==> src/hw/rtl/assert_macros.svh <==
// Assertion helpers shared by the RTL. Both forms take a label, the clock,
// the active-low reset, an antecedent and a consequent.
`ifndef ASSERT_MACROS_SVH
`define ASSERT_MACROS_SVH
`ifndef SYNTHESIS
`define GORF_ASSERT_IMPL(label, clk, rst_n, ante, cons) \
    label: assert property (@(posedge clk) disable iff (!rst_n) (ante) |-> (cons)) \
        else $error("%m: same-cycle check failed");
`define GORF_ASSERT_NEXT(label, clk, rst_n, ante, cons) \
    label: assert property (@(posedge clk) disable iff (!rst_n) (ante) |=> (cons)) \
        else $error("%m: next-cycle check failed");
`else
`define GORF_ASSERT_IMPL(label, clk, rst_n, ante, cons)
`define GORF_ASSERT_NEXT(label, clk, rst_n, ante, cons)
`endif
`endif

==> src/hw/rtl/gorf_pkg.sv <==
package gorf_pkg;

    localparam int ELEV_W     = 16;
    localparam int FW_W       = 9;
    localparam int FH_W       = 12;
    localparam int TH_W       = 16;
    localparam int CFG_IDX_W  = 2;
    localparam int CFG_DATA_W = 16;
    localparam int SUM_W      = ELEV_W + 3;
    localparam int CMP_W      = ELEV_W + 6;
    localparam int MIN_DIM    = 3;

    localparam logic [CFG_IDX_W-1:0] CFG_FRAME_WIDTH  = 2'd0;
    localparam logic [CFG_IDX_W-1:0] CFG_FRAME_HEIGHT = 2'd1;
    localparam logic [CFG_IDX_W-1:0] CFG_THRESHOLD    = 2'd2;

    localparam logic [FW_W-1:0] RESET_FRAME_WIDTH  = 9'd210;
    localparam logic [FH_W-1:0] RESET_FRAME_HEIGHT = 12'd420;
    localparam logic [TH_W-1:0] RESET_THRESHOLD    = 16'd1000;

    localparam logic KIND_SAMPLE = 1'b0;
    localparam logic KIND_DRAIN  = 1'b1;

    typedef logic signed [ELEV_W-1:0] elev_t;

    // Per-item decisions made when the transaction is accepted.
    typedef struct packed {
        logic drain;
        logic emit;
        logic judge;
        logic drain_first;
        logic last;
    } gorf_ctl_t;

endpackage

==> src/hw/rtl/gorf_row_ram.sv <==
module gorf_row_ram
    import gorf_pkg::*;
#(
    parameter int DEPTH = 256,
    parameter int AW    = $clog2(DEPTH)
)
(
    input  logic          clk,
    input  logic          we,
    input  logic [AW-1:0] waddr,
    input  elev_t         wdata,
    input  logic          re,
    input  logic [AW-1:0] raddr,
    output elev_t         rdata
);

    elev_t mem [DEPTH];
    elev_t rdata_reg;

    always_ff @(posedge clk)
    begin
        if (we)
        begin
            mem[waddr] <= wdata;
        end
        if (re)
        begin
            rdata_reg <= mem[raddr];
        end
    end

    assign rdata = rdata_reg;

endmodule

==> config.mk <==
export PLATFORM = sky130hd
export DESIGN_NAME = gorf_row_ram
export DESIGN_NICKNAME = d
export VERILOG_FILES = /design/src/hw/rtl/assert_macros.svh /design/src/hw/rtl/gorf_pkg.sv /design/src/hw/rtl/gorf_row_ram.sv
export SDC_FILE = /design/constraint.sdc
export NUM_CORES = 2
export LEC_CHECK = 0
export BUFFER_PORTS_ARGS = -buffer_cell sky130_fd_sc_hd__buf_2
export CAP_MARGIN = 20
export CELL_PAD_IN_SITES_DETAIL_PLACEMENT = 1
export CELL_PAD_IN_SITES_GLOBAL_PLACEMENT = 2
export CORE_MARGIN = 4
export CORE_UTILIZATION = 45
export DETAILED_ROUTE_END_ITERATION = 8
export PLACE_DENSITY_LB_ADDON = 0.1
export SETUP_SLACK_MARGIN = 0.05
export SLEW_MARGIN = 20
export SYNTH_ARGS = -nofsm -noshare
export SYNTH_HDL_FRONTEND = slang
export SYNTH_SLANG_ARGS = --single-unit
export TNS_END_PERCENT = 20
==> constraint.sdc <==
create_clock -name clk -period 5.2 [get_ports clk]
set_input_delay 1.56 -clock clk [delete_from_list [all_inputs] [get_ports clk]]
set_output_delay 1.56 -clock clk [all_outputs]
set_load 0.05 [all_outputs]
==> impl_metrics.py <==
metrics = {
    "routing": {
        "drcViolationCount": 0,
        "ant_nets": 0,
        "vias": 80390,
        "routedWlPerCell_um": 36.31,
        "first_pass_iters": 5,
        "drt-total-wl_mm": 476.8,
        "drt-initial-drc-count": 9360,
        "avgViaCountPerCell": 6.121,
    },
    "synthesis": {
        "synth_cell_type_count": 51,
        "ys.flop_type": "edfxtp_1",
        "ys_ff_latch": 4112,
        "synth_top_area_frac": 0.7772,
        "yosys.area.top_type": "edfxtp_1",
        "avgSynthCellArea_um2": 21.59,
        "syn_inst": 7360,
        "synthArstFlopShare": 0,
        "synth_nets": 7395,
        "synth_edf_count": 4112,
        "yosys_warnings": 0,
        "yosysSeqAreaShare": 0.7772,
        "synthTopCellsByArea": "edfxtp_1 78%, mux4_2 11%, mux2i_1 3.6%",
        "syn_area_mm2": 0.1589,
    },
    "cts": {
        "cts-hold-fix-buffers": 0,
        "cts_buffers": 432,
        "cts_tree": "done",
        "root_buffer": "clkbuf_16",
        "clk_latency_ps": 980,
        "cts_buffer_depth": 4,
        "numClockSinks": 4112,
        "cts_resized": 0,
        "path_clk_slew_ps": 60,
        "htreeDepth": 5,
        "postCtsSetupRepairBufs": 0,
    },
    "sta": {
        "finalSetupTns_ps": 0,
        "grt_setup_unrepaired": "false",
        "worst_pin_slew_ps": 1167,
        "fmax_mhz": 223.3,
        "finalHoldViolations": 0,
        "fin_crit_sh": 0.8613,
        "relSlewSlack": 0.2219,
        "slew_violations": 0,
        "fin_crit_ps": 4479,
        "finalSetupViolCount": 0,
        "finClkSkew_ps": 32.73,
    },
    "pwr": {
        "p_leak_nw": 58.25,
        "powerDensity_mw_per_mm2": 385.4,
        "worst_ir_drop_vdd_v": 0.0002829,
    },
    "layout": {
        "final_nets": 8092,
        "areaGrowthSynthToFinish_pct": 14.97,
        "nFillCells": 30397,
        "stdcell_area_mm2": 0.1827,
        "drive_above_1_share": 0.2784,
        "layout.cells.most_common": "edfxtp_1",
        "layout_common_cells": "4112 x edfxtp_1, 797 x mux4_2, 583 x buf_4",
        "largest_reg_flops": 4096,
    },
    "critical_path": {
        "required_ps": 5890,
        "worstSetupEndpointType": "flip-flop",
        "crit_type": "in -> reg",
        "cp_data_arrival_time_ps": 5170,
        "start_kind": "input port",
        "cp_max_fo": 27,
    },
    "die": {
        "core_area_mm2": 0.3505,
        "row_count": 217,
        "die_area_mm2": 0.3626,
        "die_h_um": 602.2,
        "fp.dieW_um": 602.2,
        "start_util": 0.4533,
        "ios": 51,
    },
    "run_status": {
        "outcome": "completed",
    },
    "placed_design": {
        "place_hpwl_mm": 290.2,
        "portBuffers": 50,
        "post_dp_cell_area_mm2": 0.1690,
        "place_congestion": 0.8400,
    },
    "global_routing": {
        "grt_max_degree": 117,
        "grt_use_total": 0.2604,
        "grt_pass1_wl_mm": 666.5,
        "grt_pass1_vias": 82731,
        "antenna_found_initial": 37,
        "overflow": 0,
    },
    "hold_path": {
        "hold_path_class": "in -> reg",
    },
    "job": {
        "cap_violations": 0,
    },
}
## where the power goes
part           total (mW)  switching (mW)  internal [mW]
Clock                30.0            12.8           17.2
Sequential           36.6          0.0514           36.6
Combinational        3.76            2.50           1.27
Total                70.4            15.4           55.0
## worst max-delay path, cell delays in order
cell and delay [ps]:
buf_12 320, buf_4 390, mux4_2 560, mux4_2 540, a22o_1 490, o32ai_1 960, buf_4 230, nor4_1 40
## through the flow
| step | total power [mW] | setup slack [ps] | hold WS, ps | utilization | instances |
|---|---|---|---|---|---|
| after detailed placement | 41.11 | -339.1 | 1200 | 0.4821 | 12331 |
| after CTS | 71.04 | 708.4 | 967.3 | 0.5210 | 13114 |
| after floorplan | 39.13 | 1391 | 973.2 | - | 7360 |
| after global placement | 41.03 | -520.1 | 1167 | 0.4821 | 12330 |
| after global routing | 72.63 | 712.7 | 1008 | 0.5210 | 13115 |
| final | 70.39 | 721.2 | 1027 | 0.5211 | 13133 |
## final timing paths
| kind | startpoint | to | slack [ps] | depth (start not counted) |
|---|---|---|---|---|
| max | raddr[0] | rdata[8] | 720 | 8 |
| min reg2reg | mem[217][11] | rdata[11] | 1210 | 6 |
| min | wdata[2] | mem[125][2] | 1030 | 1 |
| max reg2reg | mem[139][12] | rdata[12] | 1670 | 8 |
## cells by family (layout without fill, tap and decap cells)
logic type | after synthesis | count (layout) | share of synthesized area
compound gates | 786 | 786 | 0.03534
other cells | 0 | 19 | 0
simple gates | 556 | 556 | 0.01573
buf+inv | 456 | 1502 | 0.01692
mux | 1450 | 1450 | 0.1548
flops | 4112 | 4112 | 0.7772
## synthesized netlist by cell type (9+ instances only)
cell and instances:
nor2_1 304, buf_8 11, a211oi_1 18, buf_6 77, buf_1 27, o21ai_0 37
a22oi_1 43, clkbuf_1 230, buf_4 26, nor3_1 92, buf_2 76, mux2i_1 565
mux2_2 88, a22o_1 32, edfxtp_1 4112, nor4_1 17, a221oi_1 28, nand2_1 38
o31ai_1 16, o221ai_1 252, o32ai_1 20, and3_1 11, a21oi_1 175, nand4_1 26
o22ai_1 148, mux4_2 797, nor2b_1 9, nand3_1 35
## routing by layer
layer	global-route usage	routed length, um
met5	0	70
met3	0.04588	33950
met2	0.4127	227200
met4	0.06909	13370
met1	0.3762	202200
## cell type report
class                           count  area, um2  area share
Inverter                            4      27.53   0.0001507
Clock buffer                      530      11410     0.06248
Antenna cell                       19      47.55   0.0002603
Tap cell                         4708       5891     0.03225
Multi-Input combinational cell   2792      33120      0.1813
Timing Repair Buffer              715       6484     0.03550
Sequential cell                  4112     123500      0.6760
Clock inverter                    253       2203     0.01206
No activity file was read; power rests on OpenSTA's default activity.
