### config.mk
export PLATFORM = sky130hd
export DESIGN_NAME = gorf_window
export DESIGN_NICKNAME = d
export VERILOG_FILES = /design/src/hw/rtl/assert_macros.svh /design/src/hw/rtl/gorf_pkg.sv /design/src/hw/rtl/gorf_window.sv
export SDC_FILE = /design/constraint.sdc
export NUM_CORES = 1
export LEC_CHECK = 0
export ABC_CLOCK_PERIOD_IN_PS = 12600
export BUFFER_PORTS_ARGS = -buffer_cell sky130_fd_sc_hd__buf_2
export CORE_MARGIN = 2
export CORE_UTILIZATION = 30
export DETAILED_ROUTE_END_ITERATION = 10
export PLACE_DENSITY_LB_ADDON = 0.05
export SYNTH_ARGS = -nofsm -noshare
export SYNTH_HDL_FRONTEND = slang
export SYNTH_SLANG_ARGS = --single-unit
export TNS_END_PERCENT = 10
### constraint.sdc
create_clock -name clk -period 12.6 [get_ports clk]
set_input_delay 2.52 -clock clk [delete_from_list [all_inputs] [get_ports clk]]
set_output_delay 2.52 -clock clk [all_outputs]
set_load 0.01 [all_outputs]
### src/hw/rtl/assert_macros.svh
// Assertion helpers shared by the RTL. Both forms take a label, the clock,
// the active-low reset, an antecedent and a consequent.
`ifndef ASSERT_MACROS_SVH
`define ASSERT_MACROS_SVH
`ifndef SYNTHESIS
`define GORF_ASSERT_IMPL(label, clk, rst_n, ante, cons) \
    label: assert property (@(posedge clk) disable iff (!rst_n) (ante) |-> (cons)) \
        else $error("%m: same-cycle check failed");
`define GORF_ASSERT_NEXT(label, clk, rst_n, ante, cons) \
    label: assert property (@(posedge clk) disable iff (!rst_n) (ante) |=> (cons)) \
        else $error("%m: next-cycle check failed");
`else
`define GORF_ASSERT_IMPL(label, clk, rst_n, ante, cons)
`define GORF_ASSERT_NEXT(label, clk, rst_n, ante, cons)
`endif
`endif

### src/hw/rtl/gorf_pkg.sv
package gorf_pkg;

    localparam int ELEV_W     = 16;
    localparam int FW_W       = 9;
    localparam int FH_W       = 12;
    localparam int TH_W       = 16;
    localparam int CFG_IDX_W  = 2;
    localparam int CFG_DATA_W = 16;
    localparam int SUM_W      = ELEV_W + 3;
    localparam int CMP_W      = ELEV_W + 6;
    localparam int MIN_DIM    = 3;

    localparam logic [CFG_IDX_W-1:0] CFG_FRAME_WIDTH  = 2'd0;
    localparam logic [CFG_IDX_W-1:0] CFG_FRAME_HEIGHT = 2'd1;
    localparam logic [CFG_IDX_W-1:0] CFG_THRESHOLD    = 2'd2;

    localparam logic [FW_W-1:0] RESET_FRAME_WIDTH  = 9'd210;
    localparam logic [FH_W-1:0] RESET_FRAME_HEIGHT = 12'd420;
    localparam logic [TH_W-1:0] RESET_THRESHOLD    = 16'd1000;

    localparam logic KIND_SAMPLE = 1'b0;
    localparam logic KIND_DRAIN  = 1'b1;

    typedef logic signed [ELEV_W-1:0] elev_t;

    // Per-item decisions made when the transaction is accepted.
    typedef struct packed {
        logic drain;
        logic emit;
        logic judge;
        logic drain_first;
        logic last;
    } gorf_ctl_t;

endpackage

### src/hw/rtl/gorf_window.sv
module gorf_window
    import gorf_pkg::*;
(
    input  logic            clk,
    input  logic            shift,
    input  elev_t           upper_in,
    input  elev_t           middle_in,
    input  elev_t           lower_in,
    input  logic [TH_W-1:0] threshold,
    input  logic            judge,
    output elev_t           centre,
    output elev_t           cleaned,
    output logic            replaced
);

    // The two most recent columns; with the incoming column they form the
    // 3x3 window.
    elev_t win_p1_reg [3];
    elev_t win_p2_reg [3];

    logic signed [SUM_W-1:0] nb_sum;
    logic signed [SUM_W:0]   mean_full;
    logic signed [CMP_W-1:0] sum_ext;
    logic signed [CMP_W-1:0] centre_ext;
    logic signed [CMP_W-1:0] thr_ext;
    logic signed [CMP_W-1:0] hi_lim;
    logic signed [CMP_W-1:0] lo_lim;
    logic                    outlier;

    always_ff @(posedge clk)
    begin
        if (shift)
        begin
            win_p1_reg[0] <= win_p2_reg[0];
            win_p1_reg[1] <= win_p2_reg[1];
            win_p1_reg[2] <= win_p2_reg[2];
            win_p2_reg[0] <= upper_in;
            win_p2_reg[1] <= middle_in;
            win_p2_reg[2] <= lower_in;
        end
    end

    assign centre = win_p2_reg[1];

    always_comb
    begin
        nb_sum = SUM_W'(win_p1_reg[0]) + SUM_W'(win_p2_reg[0]) + SUM_W'(upper_in)
               + SUM_W'(win_p1_reg[1]) + SUM_W'(middle_in)
               + SUM_W'(win_p1_reg[2]) + SUM_W'(win_p2_reg[2]) + SUM_W'(lower_in);
        sum_ext    = CMP_W'(nb_sum);
        centre_ext = CMP_W'(centre);
        thr_ext    = $signed(CMP_W'(threshold));
        hi_lim     = (centre_ext + thr_ext) <<< 3;
        lo_lim     = (centre_ext - thr_ext) <<< 3;
        outlier    = (sum_ext > hi_lim) || (sum_ext < lo_lim);
        // Mean rounded toward plus infinity.
        mean_full  = (($bits(mean_full))'(nb_sum) + ($bits(mean_full))'(7)) >>> 3;
        replaced   = judge && outlier;
        cleaned    = replaced ? mean_full[ELEV_W-1:0] : centre;
    end

endmodule

==> reports/metrics.cfg <==
[min_path]
hold_end = win_p1_reg[0][15]$_DFFE_PP_
min_path_cells = 0
hp-start = win_p2_reg[0][15]$_DFFE_PP_
min_path_type = flop to flop

[timing]
fmax_mhz = 82.53
tns_ns = 0
tightest_slew_ns = 0.8615
skew_ns = 0.001445
slew_violations = 0
fin_crit_sh = 0.9617
fin_ws_ns = 0.4829
rsz0062_at_grt = false
slew_headroom = 0.4257
setup_viol = 0
final.min_clock_period_ns = 12.12
hold_viol = 0

[detailed_routing]
drt_pre_antenna_iters = 4
drt-total-wl_mm = 22.01
drc = 0
vias = 6299
wl_per_cell_um = 15.46
drt_iter0_drc = 251
antenna_left = 0
routed_via_density = 4.423

[setup_path]
r2r_cells = 0
crit_family = adder cells
r2r_slack_ns = 11.77
cpPeakStageDelay_ns = 0.55
startpoint_type = primary input
worst-path-max-fanout = 9
crit_buf_inv = 6
timing.rr.end = win_p1_reg[0][17]$_DFFE_PP_
end_kind = primary output
cp.required_ns = 10.08
critPathKind = primary input to primary output
cp.arrival_ns = 9.60
slowest_stage = fa_1
cpMostUsedCell = fa_1
r2r_start = win_p2_reg[0][17]$_DFFE_PP_

[flow_run]
cap_violations = 0

[clock_network]
cts_max_level = 3
numCtsBuffers = 9
clk_pin_slew_ns = 0.06
clock-root-buffer = clkbuf_16
clockBufferDepth = 2
cts_sinks = 96
cts_hold_buffers = 0
cts_tree = yes
worstSkewPairLatency_ns = 0.36

[global_route]
antenna_found_initial = 0
grt_pass1_vias = 6603
grt.total_usage = 0.1401
grt_max_degree = 66
overflow = 0
grt_pass1_wl_mm = 35.60

[die]
die_h_um = 183.1
rows = 65
die_w_um = 183.1
start_util = 0.3050
coreArea_um2 = 31560
dieArea_um2 = 33530
boundaryPins = 100

[logic_synthesis]
ys_ff_latch = 96
synth.avg_cell_area_um2 = 10.39
ys_seq_area_frac = 0.2995
synth_top_cell_by_area = edfxtp_1
synth_area_um2 = 9624
synthFlopType = edfxtp_1
ys_types = 73
synth_nets = 1173
synth_edf_count = 96
synthTopCellsByArea = edfxtp_1, fa_1, ha_1
async_flop_share = 0
synth_cells = 926
netlist.area_leader.share = 0.2995
yosysWarnings = 0

[place]
pre_cts_ws_ns = 0.3374
gp_congestion = 0.7754
placedCellCount = 1409
dp_hpwl_mm = 18.65
placement.io_buffers = 99

[run_status]
status = finished clean

[cells_and_area]
nets = 1265
antennaDiodeCount = 0
drive_above_1_share = 0.1399
fill_cells = 3315
instances_no_fill = 1424
syn_to_final_growth_pct = 12.27

==> cell usage in the layout (no fill, tap or decap), types with 11 or more instances in the layout <==
cell,instances
a21o_1,14
a21oi_1,34
buf_2,98
buf_4,11
edfxtp_1,96
fa_1,101
ha_1,79
inv_1,254
nand2_1,21
nor2_1,44
nor3_1,14
o21ai_0,16
xnor2_1,49
xor2_1,11
==> per-layer routing <==
layer  track usage  share of wire
met5             0              0
met4       0.04352          0.015
met3       0.02423          0.028
met2        0.2347           0.48
met1        0.1851           0.48
==> cell usage after synthesis (8+ instances only) <==
master and instances:
xor2_1 11, ha_1 79, nor2_1 44, a21oi_1 35
a21o_1 14, xnor2_1 49, inv_1 254, fa_1 101
o21a_1 10, nand3_1 10, edfxtp_1 96, nand2_1 21
nand4_1 8, buf_4 17, nor3_1 14, o21ai_0 16
==> metrics by stage <==
step | utilization | instance area (µm²) | hold WS [ns]
global route | 0.3424 | 10810 | 0.4672
CTS | 0.3423 | 10800 | 0.4498
detailed placement | 0.3328 | 10500 | 0.4339
floorplan | - | 9624 | 0.4264
finish | 0.3424 | 10810 | 0.4476
global placement | 0.3328 | 10500 | 0.4362
==> worst max path at each step <==
stage	start	end	slack (ns)	cells past startpoint
floorplan	upper_in[2]	cleaned[10]	1.21	27
global placement	upper_in[2]	cleaned[7]	0.45	27
detailed placement	upper_in[2]	cleaned[14]	0.34	27
CTS	upper_in[2]	cleaned[7]	0.27	27
global route	upper_in[4]	cleaned[7]	0.01	27
finish	upper_in[2]	cleaned[7]	0.48	28
==> area by class of cell <==
class | instances | area [µm²] | share of cell area
multi-input combinational | 547 | 5588 | 0.5171
sequential | 96 | 2883 | 0.2668
inverter | 255 | 957.2 | 0.08858
timing repair buffer | 109 | 573.1 | 0.05303
tap | 402 | 503.0 | 0.04655
clock buffer | 10 | 229.0 | 0.02119
clock inverter | 5 | 72.57 | 0.006716
==> kinds of logic after synthesis <==
kind of cell,Yosys count,synth area share
buffers and inverters,283,0.1203
adder cells (fa/ha/maj),182,0.3149
AO/OA/AOI/OAI,144,0.1071
AND/OR/NAND/NOR,142,0.07800
flip-flops,96,0.2995
XOR/XNOR,61,0.05746
multiplexers,18,0.02275
==> repair_timing <==
item                       4_1_cts  5_1_grt
hold endpoints to repair         0        0
setup endpoints to repair        0       14
resized for setup                0        1
setup buffers                    0        0
Power is not shown: default switching activity piles up to over one toggle a cycle in this logic, so the estimate is an artifact.
