## config.mk

```make
export PLATFORM = sky130hd
export DESIGN_NAME = gorf_ctrl
export DESIGN_NICKNAME = d
export VERILOG_FILES = /design/src/hw/rtl/assert_macros.svh /design/src/hw/rtl/gorf_pkg.sv /design/src/hw/rtl/gorf_ctrl.sv
export SDC_FILE = /design/constraint.sdc
export NUM_CORES = 1
export LEC_CHECK = 0
export BUFFER_PORTS_ARGS = -buffer_cell sky130_fd_sc_hd__buf_2
export CAP_MARGIN = 20
export CORE_MARGIN = 3
export CORE_UTILIZATION = 59
export DETAILED_ROUTE_END_ITERATION = 8
export PLACE_DENSITY_LB_ADDON = 0.15
export RECOVER_POWER = 50
export REMOVE_ABC_BUFFERS = 1
export SLEW_MARGIN = 20
export SYNTH_ARGS = -nofsm -noshare
export SYNTH_HDL_FRONTEND = slang
export SYNTH_SLANG_ARGS = --single-unit
```

## constraint.sdc

```tcl
create_clock -name clk -period 3.7 [get_ports clk]
set_input_delay 0.185 -clock clk [delete_from_list [all_inputs] [get_ports clk]]
set_output_delay 0.185 -clock clk [all_outputs]
set_load 0.01 [all_outputs]
```

## src/hw/rtl/assert_macros.svh

```systemverilog
// Assertion helpers shared by the RTL. Both forms take a label, the clock,
// the active-low reset, an antecedent and a consequent.
`ifndef ASSERT_MACROS_SVH
`define ASSERT_MACROS_SVH
`ifndef SYNTHESIS
`define GORF_ASSERT_IMPL(label, clk, rst_n, ante, cons) \
    label: assert property (@(posedge clk) disable iff (!rst_n) (ante) |-> (cons)) \
        else $error("%m: same-cycle check failed");
`define GORF_ASSERT_NEXT(label, clk, rst_n, ante, cons) \
    label: assert property (@(posedge clk) disable iff (!rst_n) (ante) |=> (cons)) \
        else $error("%m: next-cycle check failed");
`else
`define GORF_ASSERT_IMPL(label, clk, rst_n, ante, cons)
`define GORF_ASSERT_NEXT(label, clk, rst_n, ante, cons)
`endif
`endif

```

## src/hw/rtl/gorf_pkg.sv

```systemverilog
package gorf_pkg;

    localparam int ELEV_W     = 16;
    localparam int FW_W       = 9;
    localparam int FH_W       = 12;
    localparam int TH_W       = 16;
    localparam int CFG_IDX_W  = 2;
    localparam int CFG_DATA_W = 16;
    localparam int SUM_W      = ELEV_W + 3;
    localparam int CMP_W      = ELEV_W + 6;
    localparam int MIN_DIM    = 3;

    localparam logic [CFG_IDX_W-1:0] CFG_FRAME_WIDTH  = 2'd0;
    localparam logic [CFG_IDX_W-1:0] CFG_FRAME_HEIGHT = 2'd1;
    localparam logic [CFG_IDX_W-1:0] CFG_THRESHOLD    = 2'd2;

    localparam logic [FW_W-1:0] RESET_FRAME_WIDTH  = 9'd210;
    localparam logic [FH_W-1:0] RESET_FRAME_HEIGHT = 12'd420;
    localparam logic [TH_W-1:0] RESET_THRESHOLD    = 16'd1000;

    localparam logic KIND_SAMPLE = 1'b0;
    localparam logic KIND_DRAIN  = 1'b1;

    typedef logic signed [ELEV_W-1:0] elev_t;

    // Per-item decisions made when the transaction is accepted.
    typedef struct packed {
        logic drain;
        logic emit;
        logic judge;
        logic drain_first;
        logic last;
    } gorf_ctl_t;

endpackage

```

## src/hw/rtl/gorf_ctrl.sv

```systemverilog
module gorf_ctrl
    import gorf_pkg::*;
#(
    parameter int MAX_WIDTH = 256,
    parameter int CW        = $clog2(MAX_WIDTH),
    parameter int WW        = $clog2(MAX_WIDTH + 1)
)
(
    input  logic            clk,
    input  logic            rst_n,
    input  logic            restart,
    input  logic [FW_W-1:0] frame_width,
    input  logic [FH_W-1:0] frame_height,
    input  logic            accept,
    input  logic            kind,
    output gorf_ctl_t       ctl,
    output logic            live,
    output logic [CW-1:0]   rd_addr
);

    logic [CW-1:0]   col_reg, col_next;
    logic [FH_W-1:0] row_reg, row_next;
    logic [WW-1:0]   drain_reg, drain_next;

    logic [WW-1:0]   eff_w;
    logic [FH_W-1:0] eff_h;
    logic [WW-1:0]   drain_dec;
    logic            col_last;
    logic            drain_last;

    always_comb
    begin
        if (32'(frame_width) < 32'(MIN_DIM))
        begin
            eff_w = WW'(MIN_DIM);
        end
        else if (32'(frame_width) > 32'(MAX_WIDTH))
        begin
            eff_w = WW'(MAX_WIDTH);
        end
        else
        begin
            eff_w = WW'(frame_width);
        end
        eff_h = (frame_height < FH_W'(MIN_DIM)) ? FH_W'(MIN_DIM) : frame_height;
    end

    assign col_last   = (WW'(col_reg) == (eff_w - WW'(1)));
    assign drain_last = (drain_reg == eff_w);
    assign drain_dec  = drain_reg - WW'(1);

    always_comb
    begin
        ctl.drain       = (kind == KIND_DRAIN);
        ctl.emit        = ctl.drain || (row_reg >= FH_W'(2))
                          || ((row_reg == FH_W'(1)) && (col_reg != '0));
        ctl.judge       = !ctl.drain && (row_reg >= FH_W'(2)) && (col_reg >= CW'(2));
        ctl.drain_first = ctl.drain && (drain_reg == '0);
        ctl.last        = ctl.drain && drain_last;
        // Samples count only while the grid is incomplete; drain ticks only after.
        live            = ctl.drain ? (row_reg >= eff_h) : (row_reg < eff_h);
        rd_addr         = ctl.drain ? drain_dec[CW-1:0] : col_reg;
    end

    always_comb
    begin
        col_next   = col_reg;
        row_next   = row_reg;
        drain_next = drain_reg;
        priority if (restart)
        begin
            col_next   = '0;
            row_next   = '0;
            drain_next = '0;
        end
        else if (accept && live)
        begin
            if (ctl.drain)
            begin
                if (drain_last)
                begin
                    col_next   = '0;
                    row_next   = '0;
                    drain_next = '0;
                end
                else
                begin
                    drain_next = drain_reg + WW'(1);
                end
            end
            else if (col_last)
            begin
                col_next = '0;
                row_next = row_reg + FH_W'(1);
            end
            else
            begin
                col_next = col_reg + CW'(1);
            end
        end
    end

    always_ff @(posedge clk or negedge rst_n)
    begin
        if (!rst_n)
        begin
            col_reg   <= '0;
            row_reg   <= '0;
            drain_reg <= '0;
        end
        else
        begin
            col_reg   <= col_next;
            row_reg   <= row_next;
            drain_reg <= drain_next;
        end
    end

endmodule

```

==> results.md <==
CTS:
- Clock tree synthesis found a total of 29 sinks.
- The buffer cell driving the clock tree root is clkbuf_8.
- In this run the deepest clock path goes through 2 buffers.
- The count of cells resized by post-cts repair is 0.
- TritonCTS built the clock tree.
- TritonCTS created 5 clock buffers.
- The number of H-tree levels is 2.
- The post-CTS repair timing setup buffer count is 0.
- Clock-pin slew was measured on the worst setup and hold paths at 0.06 ns.
- The clock latency reported for the late side of the worst-skew pair is 0.29 ns.

Synth:
- Counting flops and latches in the post-synthesis netlist gives 29.
- The number of enable flip-flop cells after synthesis is 0.
- The most used flip-flop cell after synthesis is dfrtp_1.
- Synthesis produced 371 cells.
- For this run, the register share of the synthesized area comes to 0.243.
- The synthesized netlist contains 63 unique library cells.
- Summing every instance area after synthesis gives around 3000 um^2.
- During synthesis, Yosys emitted a total of 0 warnings.
- For this run, asynchronously set or reset flops after synthesis account for 1.00.
- A synthesized cell averages roughly 8.1 um^2.

STA:
- The final clock period utilization by the worst path is 0.866.
- Setup repair after global routing left no endpoint under its margin.
- Summed over all failing endpoints, the final setup total negative slack is 0 ns.
- The number of hold-slack violations in the final timing report came to 0.
- The highest clock frequency the design can meet is 0.312 GHz.
- The number of setup violations in the final report is 0.
- The shortest clock period the worst path allows after layout is between 3 and 4 ns.
- Across the routed clock network, the largest skew measured is 0.00821 ns.
- The slew at the pin closest to its max-slew limit is 1.58 ns.
- Headroom to the max-slew limit came out at -0.0507.
- The number of max-slew violations in the final report came to 30.

Cells and area:
- The final instance area is 3280 um^2.
- The net count of the finished layout is 442.
- The share of post-route cells with drive strength above 1 is 0.142.
- The layout overhead on the synthesized area is 9.93%.
- The register with the most flip-flops in the layout has 12 of them.
- The final antenna diode count is 0.

Pwr:
- The maximum vdd drop is 0.000341 V.
- Dividing total power by cell area gives a power density of 273 nW/um^2.
- Summed over all cells, the static leakage comes to 1.45 nW.

Setup path:
- The worst endpoint data arrival time is 3.41 ns.
- The launching element type of the critical path is an input port.
- The slowest stage of the critical path is the or4_1 cell.
- The data required time at the worst endpoint is 3.90 ns.
- The category of the critical setup timing path is in -> reg.
- STA classifies the critical path endpoint as a flip-flop.
- The worst register-to-register path begins at row_reg[3].
- The number of cell instances on the worst register-to-register path is 9.
- The critical register-to-register path endpoint is row_reg[10].
- Walking the worst path, the cells encountered are buf_2 > nor4_4 > a21oi_1 > or2_2 > ha_1 > xnor2_1 > xnor2_1 > nand4_1 > a2111oi_4 > a21boi_2 > or4_1 > a21oi_1.
- On the worst path, the slowest cell contributes a delay of 0.57 ns.
- Across all register-to-register paths, the minimum setup slack is 0.70 ns.
- In this run the worst path has a maximum fanout of 20.

Run status:
- The run finished, with violations left.
- The final reports fail on capacitance limit, slew limit.

Placement:
- Detailed placement ended at an HPWL of between 5000 and 6000 um.
- After detailed placement, the total cell area comes to ~3200 um^2.
- The number of I/O port buffers is 39.
- The placer's final routability congestion estimate is approximately 0.89.

Hold path:
- The worst hold path cell count is 4.
- The worst min-delay path category is in -> reg.
- In this run the most critical hold path is launched from restart.
- The end point of the worst hold path is row_reg[1].

Route:
- Dividing the detail-routed via count by the number of cells gives 6.28.
- The number of optimization iterations in the first detailed-route pass is 5.
- Dividing the detail-routed wire length by the instance count gives 16.2 um.
- After the first detailed-routing iteration, the DRC count stood at 155.
- The routed layout has 2901 vias.
- The remaining routing DRC violations is 0.
- For this block, the routed nets add up to 7500 um of wire.
- The remaining number of nets flagged by the antenna check after routing is 0.

Job:
- The number of maximum-capacitance violations is 1.

Global routing:
- The first global-routing pass estimated 12700 um of wire.
- In the global route stage, overall resource usage came out at 0.260.
- The via count of the first global-routing pass is ~2600.
- The initial antenna violation count came to 0.
- The pin count of the biggest net entering global routing is 30.
- The total overflow left after global routing is 0.

Floorplanning:
- In this run the core area contains 25 standard-cell rows.
- The full die area is 5950 um^2.
- The region available for standard cell placement spans 4820 um^2.
- Pin placement for this block handled 40 I/O pins.
- Measured along the y axis, the die boundary spans 77.2 um.
- The die outline width is 77.2 um.
- The initial core utilization is 0.620.
-- synth_stat cells, types with 3 or more instances --
master,n,area (um^2)
a22o_1,8,70.1
ha_1,22,275
a21o_1,4,30.0
and2_1,3,18.8
buf_2,7,35.0
inv_1,26,97.6
clkbuf_1,19,71.3
and3_1,6,37.5
o211ai_1,3,22.5
a31oi_1,3,18.8
xor2_1,6,52.6
nand4_1,12,75.1
mux2i_1,5,50.1
nor3_1,4,20.0
nor2_1,35,131
a211o_1,3,26.3
o21ai_0,18,90.1
nor2b_1,5,31.3
nand3_1,14,70.1
or4_1,10,75.1
a21oi_1,21,105
dfrtp_1,29,726
nand2b_1,8,50.1
a311oi_1,3,26.3
nor4_1,9,56.3
xnor2_1,11,96.3
o31ai_1,15,113
nand2_1,17,63.8
-- through the flow --
step	std cells	power, W	hold slack [ns]	util	setup WS [ns]
floorplan	342	0.000471	-0.111	-	0.566
global placement	453	0.000553	0.249	0.657	0.345
finish	462	0.000897	0.356	0.682	0.495
detailed placement	453	0.000558	0.249	0.657	0.241
CTS	462	0.000903	0.353	0.684	0.521
global route	462	0.000946	0.403	0.682	0.287
-- cells by family (layout without fill, tap and decap cells) --
| group | count (synthesis) | in the layout | share of synthesized area |
|---|---|---|---|
| DFF | 29 | 29 | 0.243 |
| adders and majority gates | 22 | 22 | 0.0922 |
| and+or+nand+nor | 139 | 139 | 0.263 |
| AOI/OAI and AO/OA | 103 | 103 | 0.253 |
| xor gates and xnor gates | 17 | 17 | 0.0499 |
| muxes | 6 | 6 | 0.0205 |
| buffers and inverters | 55 | 79 | 0.0783 |
-- routing by layer --
metal / vias up / GRT usage / wire [um]
li1: 1421 / - / -
met1: 1372 / 0.378 / 3460
met2: 95 / 0.398 / 3560
met3: 13 / 0.0387 / 383
met4: 0 / 0.0730 / 97
met5: - / 0 / 0
-- critical path: cells and delay by family --
| kind | cells | cell delay (ns) |
|---|---|---|
| fa+ha+maj | 1 | 0.28 |
| buf+inv | 1 | 0.17 |
| xor+xnor | 2 | 0.37 |
| simple gates | 4 | 1.40 |
| compound gates | 4 | 1.00 |
-- report_power, final --
group | internal, W | leakage (nW) | total [W] | switching, W
logic | 0.0000861 | 0.989 | 0.000219 | 0.000133
clock network | 0.000219 | 0.0585 | 0.000345 | 0.000125
registers | 0.000322 | 0.403 | 0.000333 | 0.0000110
-- placed cells by master (no fill, tap or decap), types with 11 or more instances in the layout --
cell / instances
nand2_1: 17
o31ai_1: 15
inv_1: 26
nand3_1: 14
ha_1: 22
nor2_1: 35
buf_2: 31
xnor2_1: 11
nand4_1: 12
o21ai_0: 18
a21oi_1: 21
dfrtp_1: 29
-- worst max path at each step --
stage / depth (start not counted) / slack, ns / startpoint / to
after floorplan: 8 / 0.57 / row_reg[7] / col_reg[3]
after global placement: 12 / 0.35 / frame_width[4] / row_reg[7]
after detailed placement: 12 / 0.24 / frame_width[4] / row_reg[4]
after CTS: 12 / 0.52 / frame_width[4] / row_reg[4]
after global routing: 12 / 0.29 / frame_width[4] / row_reg[8]
final: 12 / 0.49 / frame_width[4] / row_reg[10]
-- timing repair --
| action | in CTS | in global routing |
|---|---|---|
| setup endpoints to repair | 0 | 0 |
| hold buffers | 1 | 0 |
| hold endpoints to repair | 29 | 0 |
-- area by class of cell --
cell class                 count  area, um^2
clock buffer                   7        86.3
clock inverter                 1        30.0
fill                         437        1530
inverter                      26        97.6
multi-input combinational    287        2030
sequential                    29         726
tap                           67        83.8
timing repair buffer          45         233
Note: power is estimated with default switching activity, not from simulation.
